===== src/rtl/core/ecu_pkg.sv =====
`timescale 1ns / 1ps
// ----------------------------------------------------------------------------
// ecu_pkg
// Types, widths and status codes shared by the collision unit modules.
// ----------------------------------------------------------------------------
package ecu_pkg;

   // fraction bits of the unit normal and mass factors
   localparam int DIR_BITS = 28;

   localparam int VAL_W   = 32;
   localparam int DELTA_W = VAL_W + 1;
   localparam int NORM_W  = DIR_BITS;
   localparam int SQ_W    = 2 * NORM_W + 1;
   localparam int ROOT_W  = NORM_W + 1;
   localparam int QUO_W   = DIR_BITS + 1;
   localparam int UNIT_W  = QUO_W + 1;
   localparam int MSUM_W  = VAL_W + 1;
   localparam int LEAD_W  = 6;
   localparam int SHAMT_W = 5;
   localparam int PD_W    = DELTA_W + UNIT_W;
   localparam int DOT_W   = PD_W + 1;
   localparam int SPD_W   = 35;
   localparam int KP_W    = UNIT_W + SPD_W;
   localparam int IMP_W   = 36;
   localparam int JP_W    = IMP_W + UNIT_W;
   localparam int CORR_W  = JP_W - DIR_BITS;
   localparam int RES_W   = CORR_W + 1;

   localparam logic [1:0] ST_OK        = 2'd0;
   localparam logic [1:0] ST_ZERO_MASS = 2'd1;
   localparam logic [1:0] ST_COINCIDE  = 2'd2;

   // one input transaction
   typedef struct packed {
      logic [VAL_W-1:0] mass_b;
      logic [VAL_W-1:0] mass_a;
      logic [VAL_W-1:0] vel_b_y;
      logic [VAL_W-1:0] vel_b_x;
      logic [VAL_W-1:0] vel_a_y;
      logic [VAL_W-1:0] vel_a_x;
      logic [VAL_W-1:0] pos_b_y;
      logic [VAL_W-1:0] pos_b_x;
      logic [VAL_W-1:0] pos_a_y;
      logic [VAL_W-1:0] pos_a_x;
   } in_type;

   // classified item held between front and back
   typedef struct packed {
      logic [1:0]         status;
      logic [DELTA_W-1:0] dx;
      logic [DELTA_W-1:0] dy;
      logic [VAL_W-1:0]   va_x;
      logic [VAL_W-1:0]   va_y;
      logic [VAL_W-1:0]   vb_x;
      logic [VAL_W-1:0]   vb_y;
      logic [VAL_W-1:0]   mass_a;
      logic [VAL_W-1:0]   mass_b;
   } entry_type;

   // side data carried along the back pipeline
   typedef struct packed {
      logic [1:0]         status;
      logic               sx;
      logic               sy;
      logic [DELTA_W-1:0] dvx;
      logic [DELTA_W-1:0] dvy;
      logic [VAL_W-1:0]   va_x;
      logic [VAL_W-1:0]   va_y;
      logic [VAL_W-1:0]   vb_x;
      logic [VAL_W-1:0]   vb_y;
      logic [VAL_W-1:0]   mass_a;
      logic [VAL_W-1:0]   mass_b;
      logic [NORM_W-1:0]  axn;
      logic [NORM_W-1:0]  ayn;
   } pay_type;

   // one result transaction
   typedef struct packed {
      logic [1:0]       status;
      logic [VAL_W-1:0] new_vel_b_y;
      logic [VAL_W-1:0] new_vel_b_x;
      logic [VAL_W-1:0] new_vel_a_y;
      logic [VAL_W-1:0] new_vel_a_x;
   } res_type;

endpackage


===== src/rtl/core/ecu_front.sv =====
`timescale 1ns / 1ps
// ----------------------------------------------------------------------------
// ecu_front
// Accepts collision transactions, classifies them and queues them.
// ----------------------------------------------------------------------------
module ecu_front (
   input  logic               clock,
   input  logic               reset,
   input  logic               in_valid_i,
   output logic               in_ready_o,
   input  ecu_pkg::in_type    in_item_i,
   output logic               q_valid_o,
   input  logic               q_pop_i,
   output ecu_pkg::entry_type q_entry_o
);
   import ecu_pkg::*;

   localparam int DEPTH = 4;
   localparam int PTR_W = $clog2(DEPTH);
   localparam int CNT_W = PTR_W + 1;

   entry_type        fifo_ff [DEPTH];
   logic [PTR_W-1:0] wr_ff, wr_in;
   logic [PTR_W-1:0] rd_ff, rd_in;
   logic [CNT_W-1:0] cnt_ff, cnt_in;
   entry_type        entry;
   logic             push;
   logic             pop;

   // classify: zero mass first, then coinciding centres
   always_comb begin
      entry.dx = {in_item_i.pos_b_x[VAL_W-1], in_item_i.pos_b_x}
               - {in_item_i.pos_a_x[VAL_W-1], in_item_i.pos_a_x};
      entry.dy = {in_item_i.pos_b_y[VAL_W-1], in_item_i.pos_b_y}
               - {in_item_i.pos_a_y[VAL_W-1], in_item_i.pos_a_y};
      entry.va_x   = in_item_i.vel_a_x;
      entry.va_y   = in_item_i.vel_a_y;
      entry.vb_x   = in_item_i.vel_b_x;
      entry.vb_y   = in_item_i.vel_b_y;
      entry.mass_a = in_item_i.mass_a;
      entry.mass_b = in_item_i.mass_b;
      priority if (in_item_i.mass_a == '0 || in_item_i.mass_b == '0) begin
         entry.status = ST_ZERO_MASS;
      end else if (in_item_i.pos_a_x == in_item_i.pos_b_x &&
                   in_item_i.pos_a_y == in_item_i.pos_b_y) begin
         entry.status = ST_COINCIDE;
      end else begin
         entry.status = ST_OK;
      end
   end

   // queue control
   assign in_ready_o = (cnt_ff != CNT_W'(DEPTH));
   assign push       = in_valid_i & in_ready_o;
   assign q_valid_o  = (cnt_ff != '0);
   assign pop        = q_pop_i & q_valid_o;
   assign q_entry_o  = fifo_ff[rd_ff];

   always_comb begin
      wr_in  = push ? wr_ff + 1'b1 : wr_ff;
      rd_in  = pop ? rd_ff + 1'b1 : rd_ff;
      cnt_in = cnt_ff + CNT_W'(push) - CNT_W'(pop);
   end

   always_ff @(posedge clock) begin
      if (reset) begin
         wr_ff  <= '0;
         rd_ff  <= '0;
         cnt_ff <= '0;
      end else begin
         wr_ff  <= wr_in;
         rd_ff  <= rd_in;
         cnt_ff <= cnt_in;
      end
   end

   // queue storage
   always_ff @(posedge clock) begin
      if (push) begin
         fifo_ff[wr_ff] <= entry;
      end
   end

endmodule


===== config.mk =====
export PLATFORM = sky130hd
export DESIGN_NAME = ecu_front
export DESIGN_NICKNAME = d
export VERILOG_FILES = /design/src/rtl/core/ecu_pkg.sv /design/src/rtl/core/ecu_front.sv
export SDC_FILE = /design/constraint.sdc
export NUM_CORES = 1
export LEC_CHECK = 0
export BUFFER_PORTS_ARGS = -buffer_cell sky130_fd_sc_hd__buf_2
export CAP_MARGIN = 25
export CORE_ASPECT_RATIO = 1.2
export CORE_MARGIN = 2
export CORE_UTILIZATION = 57
export CTS_BUF_LIST = sky130_fd_sc_hd__clkbuf_8 sky130_fd_sc_hd__clkbuf_16
export DETAILED_ROUTE_END_ITERATION = 12
export PLACE_DENSITY = 0.79
export SYNTH_ARGS = -nofsm -noshare
export SYNTH_HDL_FRONTEND = slang
export SYNTH_SLANG_ARGS = --single-unit

===== constraint.sdc =====
create_clock -name clock -period 10.1 [get_ports clock]
set_clock_uncertainty 0.15 [all_clocks]
set_input_delay 1.515 -clock clock [delete_from_list [all_inputs] [get_ports clock]]
set_output_delay 1.515 -clock clock [all_outputs]
set_load 0.01 [all_outputs]

==> results by group, run 1 <==
Cells and area
  • Reg area: 31400 um^2
  • Share of cells above drive strength 1: 0.374
  • Fillcell total: 4495
  • Layout net count: between 3000 and 4000
  • Multi-input gate area: approximately 9800 um^2
  • Synthesis-to-finish area growth: 17.6%

Yosys
  • EDFF count, synth: 1040
  • Syn Std Cell Area: 41900 um^2
  • Largest area contributor in the synthesized netlist: edfxtp_1
  • Register area share after synthesis: 0.751
  • Synth Instances: 2032
  • Yosys Warn Count: 0
  • Post-synthesis area per instance: 20.6 um^2
  • Synth area leaders: edfxtp_1, mux4_2, ha_1
  • Syn nets: 2429
  • Synth top area share: 0.746
  • Register bit count reported by yosys: 1049
  • Top_reg_cell synth: edfxtp_1
  • Distinct cells, synth: 62
  • Ys async rst share: 0

Floorplanning
  • Die W: between 200 and 300 um
  • # rows: ~110
  • Die Area: 75600 um^2
  • Initial Util: 0.577
  • I/O Pins: 586
  • Core ar.: 72600 um^2
  • Die Ht: approximately 300 um

Clocking
  • CTS tree: yes
  • Post-CTS Hold Fix Bufs: 0
  • Setup bufs post-CTS: 0
  • CTS Buffer Depth: 3
  • Sink Count: 1049
  • Clock transition at path regs: roughly 0.07 ns
  • Clock latency on the worst-skew pair: 0.67 ns
  • CTS Buf Count: 99
  • Clock root buffer: clkbuf_16
  • CTS H-Tree Depth: 3
  • CTS resizes: 0

Timing
  • Final Cycle Share: 0.533
  • Fmax: 0.186 GHz
  • Worst-margin pin slew: 1.17 ns
  • Slew Viols, Final: 0
  • Final worst slack: around 4.7 ns
  • Fin crit period: between 5 and 6 ns
  • Final Hold Fails: 0
  • Setup tns final: 0 ns
  • RSZ-0062 raised after global routing: no
  • # setup viols final: 0
  • Rel. slew slack: 0.220

Worst setup path
  • R2r endpoint: fifo_ff[1][96]
  • Critical Path AT: 3.72 ns
  • Worst path top cell family by delay: buffers and inverters
  • Type of element capturing the critical path: primary output
  • CP Cell Sequence: buf_4 -> buf_4 -> mux4_2 -> buf_2
  • Reg-to-reg slack, setup: ~7.1 ns
  • Slowest stage delay, CP: 0.91 ns
  • Setup CP Type: register to primary output
  • Reg2Reg Depth: 4
  • Startpoint Class: register
  • Crit path buffers/inverters: 3
  • Crit-path max FO: 55
  • Crit-path most repeated cell: buf_4
  • Reg-to-Reg Start: cnt_ff[1]
  • Critical Path RT: 8.44 ns
  • Slowest cell on the critical path: dfxtp_4

Power
  • Leakage power: 17.2 nW
  • Worst VDD drop: between 0.15 and 0.2 mV
  • P per Cell Area: approximately 250 nW/um^2

Global route
  • Number of global-route vias before repair: 23400
  • GRT overflow: 0
  • Initial antenna violation count: 33
  • All-Layer GR Usage: 0.255
  • First-pass GRT wire length: 144000 um
  • Largest net degree at the start of global routing: roughly 160

Route
  • Post-Route WL: between 90000 and 100000 um
  • Routed WL per cell: 26.3 um
  • Antenna Nets Post-Route: 0
  • Total number of vias: about 23000
  • Initial drt markers: 1984
  • Via density: just over 6
  • DRT Pass-1 Iters: 5
  • Number of remaining DRC errors: 0

Placement
  • Detail Placement HPWL: 63200 um
  • RD Place Congestion: slightly below 0.9
  • IO buf count: 585
  • Dpl ws: 5.39 ns

Hold path
  • Hold EP: wr_ff[1]
  • Hold path startpoint: wr_ff[1]
  • Worst hold stages: 2
  • HP Class: register to register

Run
  • Max Cap Violations: 0

Outcome
  • Outcome: finished, final reports clean
cells by family (layout without fill, tap and decap cells):
group | Yosys count | after routing | share of synthesized area
adders and majority gates | 73 | 73 | 0.0224
muxes | 266 | 266 | 0.141
and+or+nand+nor | 211 | 211 | 0.0258
AOI/OAI and AO/OA | 206 | 206 | 0.0315
buffers and inverters | 166 | 874 | 0.0158
xor gates and xnor gates | 61 | 61 | 0.0128
DFF | 1049 | 1049 | 0.751
other | 0 | 24 | 0
area by class of cell:
cell class / count / share of cell area
flip-flops and latches: 1049 / 0.638
multi-input cells: 817 / 0.199
repair buffers: 602 / 0.0644
clock buffers: 103 / 0.0521
well taps: 935 / 0.0238
clock inverters: 81 / 0.0142
inverters: 88 / 0.00671
diodes: 24 / 0.00122
layer usage:
metal | global-route usage | part of all wire
met1 | 0.305 | 0.35
met2 | 0.440 | 0.52
met3 | 0.0744 | 0.085
met4 | 0.100 | 0.040
met5 | 0 | 0.0020
worst max path at each step:
stage               startpoint             end  slack (ns)  cells after the start
floorplan           in_valid_i   fifo_ff[0][0]        1.81                      1
global placement      register  q_entry_o[251]        5.41                      4
detailed placement    register  q_entry_o[258]        5.39                      4
CTS                   register  q_entry_o[251]        4.66                      4
global route          register  q_entry_o[258]        4.56                      4
finish                register  q_entry_o[250]        4.72                      4
placed cells by master (no fill, tap or decap), types with 6 or more instances in the layout:
cell       Yosys  final
edfxtp_1    1040   1040
buf_2         28    585
mux4_2       260    260
inv_1         88    108
clkbuf_16      0    102
ha_1          70     70
a21oi_1       61     61
nand2_1       49     49
o21ai_0       48     48
nor2_1        40     40
xor2_1        32     32
xnor2_1       29     29
diode_2        0     24
clkinv_2       0     22
a21o_1        20     20
nand3_1       20     20
nor4_1        19     19
clkinv_1       0     18
nand4_1       15     15
nor2b_1       13     13
o21a_1        13     13
nand2b_1      10     10
a31oi_1        9      9
buf_4          0      9
nor3_1         8      8
bufinv_16      0      8
or3_1          7      7
and2_1         7      7
and3_1        11      7
a211oi_1       7      7
dfxtp_1        9      7
mux2i_1        6      6
buf_12         0      6
synthesized netlist by cell type, drive strengths merged, types with 15 or more instances:
library cell	number
nand4	15
mux4	260
clkbuf	38
edfxtp	1040
a21oi	61
nor2	40
nand2	49
ha	70
inv	88
nor4	19
a21o	20
xnor2	29
buf	40
xor2	32
o21ai	50
nand3	20
sequential cells by signal, indices dropped and copies added, names as in the netlist, named ones only:
register / flops
rd_ff: 2
cnt_ff: 3
wr_ff: 2
fifo_ff: 1040
stage by stage:
| stage | hold WS, ns | instance area [um^2] | std cells | util | total power [mW] |
|---|---|---|---|---|---|
| final | 0.369 | 49200 | 3699 | 0.678 | 12.1 |
| after detailed placement | 0.360 | 45900 | 3491 | 0.632 | 8.51 |
| after floorplan | 0.313 | 41900 | 2032 | - | 7.47 |
| after global routing | 0.388 | 49200 | 3686 | 0.678 | 12.5 |
| after CTS | 0.375 | 49200 | 3675 | 0.677 | 12.2 |
| after global placement | 0.332 | 45800 | 3489 | 0.632 | 8.43 |
where the power goes:
group,leakage [nW],total [mW],internal (mW),switching [mW]
combinational,5.93,2.89,1.25,1.63
sequential,9.60,5.52,5.38,0.137
clock,1.69,3.67,2.07,1.60
worst register-to-register path, cell delays in order (launching register included):
cell and delay (ns):
dfxtp_1 0.41, nor2_1 0.08, nand2_1 0.18, and3_4 0.78, buf_12 0.73
Note: power is estimated with default switching activity, not from simulation.
==> run 2, diff against run 1 <==
--- a/config.mk
+++ b/config.mk
@@ -5,14 +5,15 @@
 export SDC_FILE = /design/constraint.sdc
 export NUM_CORES = 1
 export LEC_CHECK = 0
+export ABC_AREA = 1
 export BUFFER_PORTS_ARGS = -buffer_cell sky130_fd_sc_hd__buf_2
 export CAP_MARGIN = 25
 export CORE_ASPECT_RATIO = 1.2
 export CORE_MARGIN = 2
-export CORE_UTILIZATION = 57
+export CORE_UTILIZATION = 52
 export CTS_BUF_LIST = sky130_fd_sc_hd__clkbuf_8 sky130_fd_sc_hd__clkbuf_16
 export DETAILED_ROUTE_END_ITERATION = 12
-export PLACE_DENSITY = 0.79
+export PLACE_DENSITY = 0.76
 export SYNTH_ARGS = -nofsm -noshare
 export SYNTH_HDL_FRONTEND = slang
 export SYNTH_SLANG_ARGS = --single-unit
==> constraint.sdc (replaced) <==
create_clock -name clock -period 4.5 [get_ports clock]
set_clock_uncertainty 0.15 [all_clocks]
set_input_delay 0.675 -clock clock [delete_from_list [all_inputs] [get_ports clock]]
set_output_delay 0.675 -clock clock [all_outputs]
set_load 0.01 [all_outputs]
==> run 2 against run 1 <==
  * Synthesized area rose by 5.7%
  * Count of clock-buffer cells in the layout fell by 5
  * Synthesized cell count rose by 84%
  * Utilization fell by 7.0 points
  * Flip-flop and latch count did not move
  * Register-to-register slack got worse by 5.1 ns
  * Non-clock buffer count rose by 20
  * Critical path type unchanged
==> results by group, run 2 <==
Outcome
  • Outcome: finished, final reports clean

Clocking
  • CTS Buf Count: 97
  • Sink Count: 1049
  • CTS resizes: 0
  • Clock root buffer: clkbuf_16
  • CTS Buffer Depth: 3
  • Setup bufs post-CTS: 0
  • CTS H-Tree Depth: 3
  • Clock latency on the worst-skew pair: 0.66 ns
  • Post-CTS Hold Fix Bufs: 0
  • CTS tree: yes
  • Clock transition at path regs: 0.06 ns

Worst setup path
  • R2r endpoint: fifo_ff[1][106]
  • Worst setup path end: q_entry_o[22]
  • Setup CP Type: register to primary output
  • Crit-path max FO: around 230
  • Reg2Reg Depth: 6
  • Type of element capturing the critical path: primary output
  • Reg-to-Reg Start: cnt_ff[1]
  • Reg-to-reg slack, setup: ~2 ns
  • Critical Path RT: 3.67 ns
  • Critical Path AT: between 2 and 3 ns
  • Startpoint Class: register

Yosys
  • EDFF count, synth: roughly 1000
  • Register area share after synthesis: 0.710
  • Synth Instances: 3730
  • Register bit count reported by yosys: roughly 1000
  • Syn nets: 4127
  • Top_reg_cell synth: edfxtp_1
  • Synth area leaders: edfxtp_1, o21ai_0, nor2_1
  • Largest area contributor in the synthesized netlist: edfxtp_1
  • Yosys Warn Count: 0
  • Distinct cells, synth: 35
  • Ys async rst share: 0
  • Top-count cell post-synth: edfxtp_1
  • Syn Std Cell Area: 44200 um^2
  • Synth top area share: 0.706
  • Post-synthesis area per instance: 11.9 um^2
  • Commonest cells in the netlist: edfxtp_1, nor2_1, nand2_1, o21ai_0, inv_1

Timing
  • Fin crit period: roughly 3.8 ns
  • Slew Viols, Final: 0
  • Worst-margin pin slew: ~1.2 ns
  • Final worst slack: between 0.7 and 0.8 ns
  • Final Hold Fails: 0
  • Final Cycle Share: 0.840
  • Fmax: 0.264 GHz
  • RSZ-0062 raised after global routing: no
  • Fin Hold WS: approximately 0.077 ns
  • Rel. slew slack: 0.200
  • # setup viols final: 0

Hold path
  • Hold path startpoint: in_item_i[136]
  • HP Class: input pin to register

Floorplanning
  • # rows: 117
  • Die Ht: 324 um
  • I/O Pins: 586
  • Initial Util: 0.523
  • Die W: around 270 um
  • Core ar.: ~85000 um^2
  • Die Area: approximately 90000 um^2

Power
  • Leakage power: 20.1 nW
  • P per Cell Area: 523 nW/um^2
  • Worst VDD drop: about 0.4 mV

Route
  • Initial drt markers: 2610
  • Number of remaining DRC errors: 0
  • DRT Pass-1 Iters: 6
  • Total number of vias: about 30000
  • Antenna Nets Post-Route: 0
  • Via density: roughly 5.5
  • Post-Route WL: between 100000 and 150000 um
  • Routed WL per cell: just under 20 um

Global route
  • Met2 Use GR: 0.418
  • Global route hottest layer: met2
  • Number of global-route vias before repair: 29500
  • Met3 Usage GRT: 0.0472
  • First-pass GRT wire length: 163000 um
  • GRT met1 Usage: 0.292
  • Initial antenna violation count: 21
  • Largest net degree at the start of global routing: ~240
  • GRT overflow: 0
  • All-Layer GR Usage: 0.240

Cells and area
  • Final non-filler cell total: around 5500
  • Layout net count: approximately 4700
  • Top flop regs: fifo_ff x1040, cnt_ff x3
  • Max reg flops: 1040
  • Largest register by flop count: fifo_ff
  • Most common cell after layout, fill and taps aside: edfxtp_1
  • Most frequent cells in the layout: edfxtp_1, nor2_1, buf_2
  • Synthesis-to-finish area growth: 16.3%
  • Share of cells above drive strength 1: 0.183
  • Final core utilization: 0.608

Placement
  • Placed Cells: 5308
  • IO buf count: 585
  • RD Place Congestion: 0.911
  • Dpl ws: 1.42 ns
  • Detail Placement HPWL: approximately 68000 um

Run
  • Max Cap Violations: 0
==> run 2: layout make-up <==
type	instances	area, um^2
well taps	1130	1410
clock inverters	81	749
flip-flops and latches	1049	31400
clock buffers	98	2440
fillers	6556	33200
repair buffers	622	3470
inverters	332	1270
diodes	12	30.0
multi-input cells	2175	10600
==> run 2: cells by family (layout without fill, tap and decap cells) <==
logic type,after synthesis,after routing,synth area share
AO/OA/AOI/OAI,829,829,0.101
XOR/XNOR,31,31,0.00614
AND/OR/NAND/NOR,1242,1242,0.111
adder cells (fa/ha/maj),73,73,0.0212
flip-flops,1049,1049,0.710
buffers and inverters,506,1133,0.0505
other,0,12,0
==> run 2: worst min-delay path by stage <==
stage	end	slack, ns	cells past startpoint
4_1_cts	fifo_ff[3][168]	0.03	1
6_report	fifo_ff[0][168]	0.08	1
3_3_place_gp	register	0.38	2
2_1_floorplan	wr_ff[1]	0.35	2
3_5_place_dp	register	0.38	2
5_1_grt	fifo_ff[3][176]	0.05	1
==> run 2: through the flow <==
step	TNS (ns)	power, mW	cell area [um^2]
floorplan	-712.95	16.4	44300
global placement	0	18.8	48200
detailed placement	0	19.0	48200
CTS	0	27.1	51400
global route	0	28.0	51400
finish	0	26.9	51400
==> run 2: report_power, final <==
part | total, mW | switching, mW | internal (mW)
clock | 8.14 | 3.53 | 4.61
combinational | 6.58 | 4.60 | 1.97
sequential | 12.2 | 0.226 | 12.0
==> run 2: per-layer routing <==
layer  wire length [um]  up-vias
li1                   -    14300
met4               4360       20
met1              41300    14500
met5                135        -
met2              53400     1125
met3               7950      233
==> run 2: critical path, cell delays in order (launching register included) <==
cell	delay [ns]
dfxtp_4	0.48
buf_12	0.60
buf_4	0.49
o21ai_0	0.16
o22ai_1	0.27
buf_2	0.18
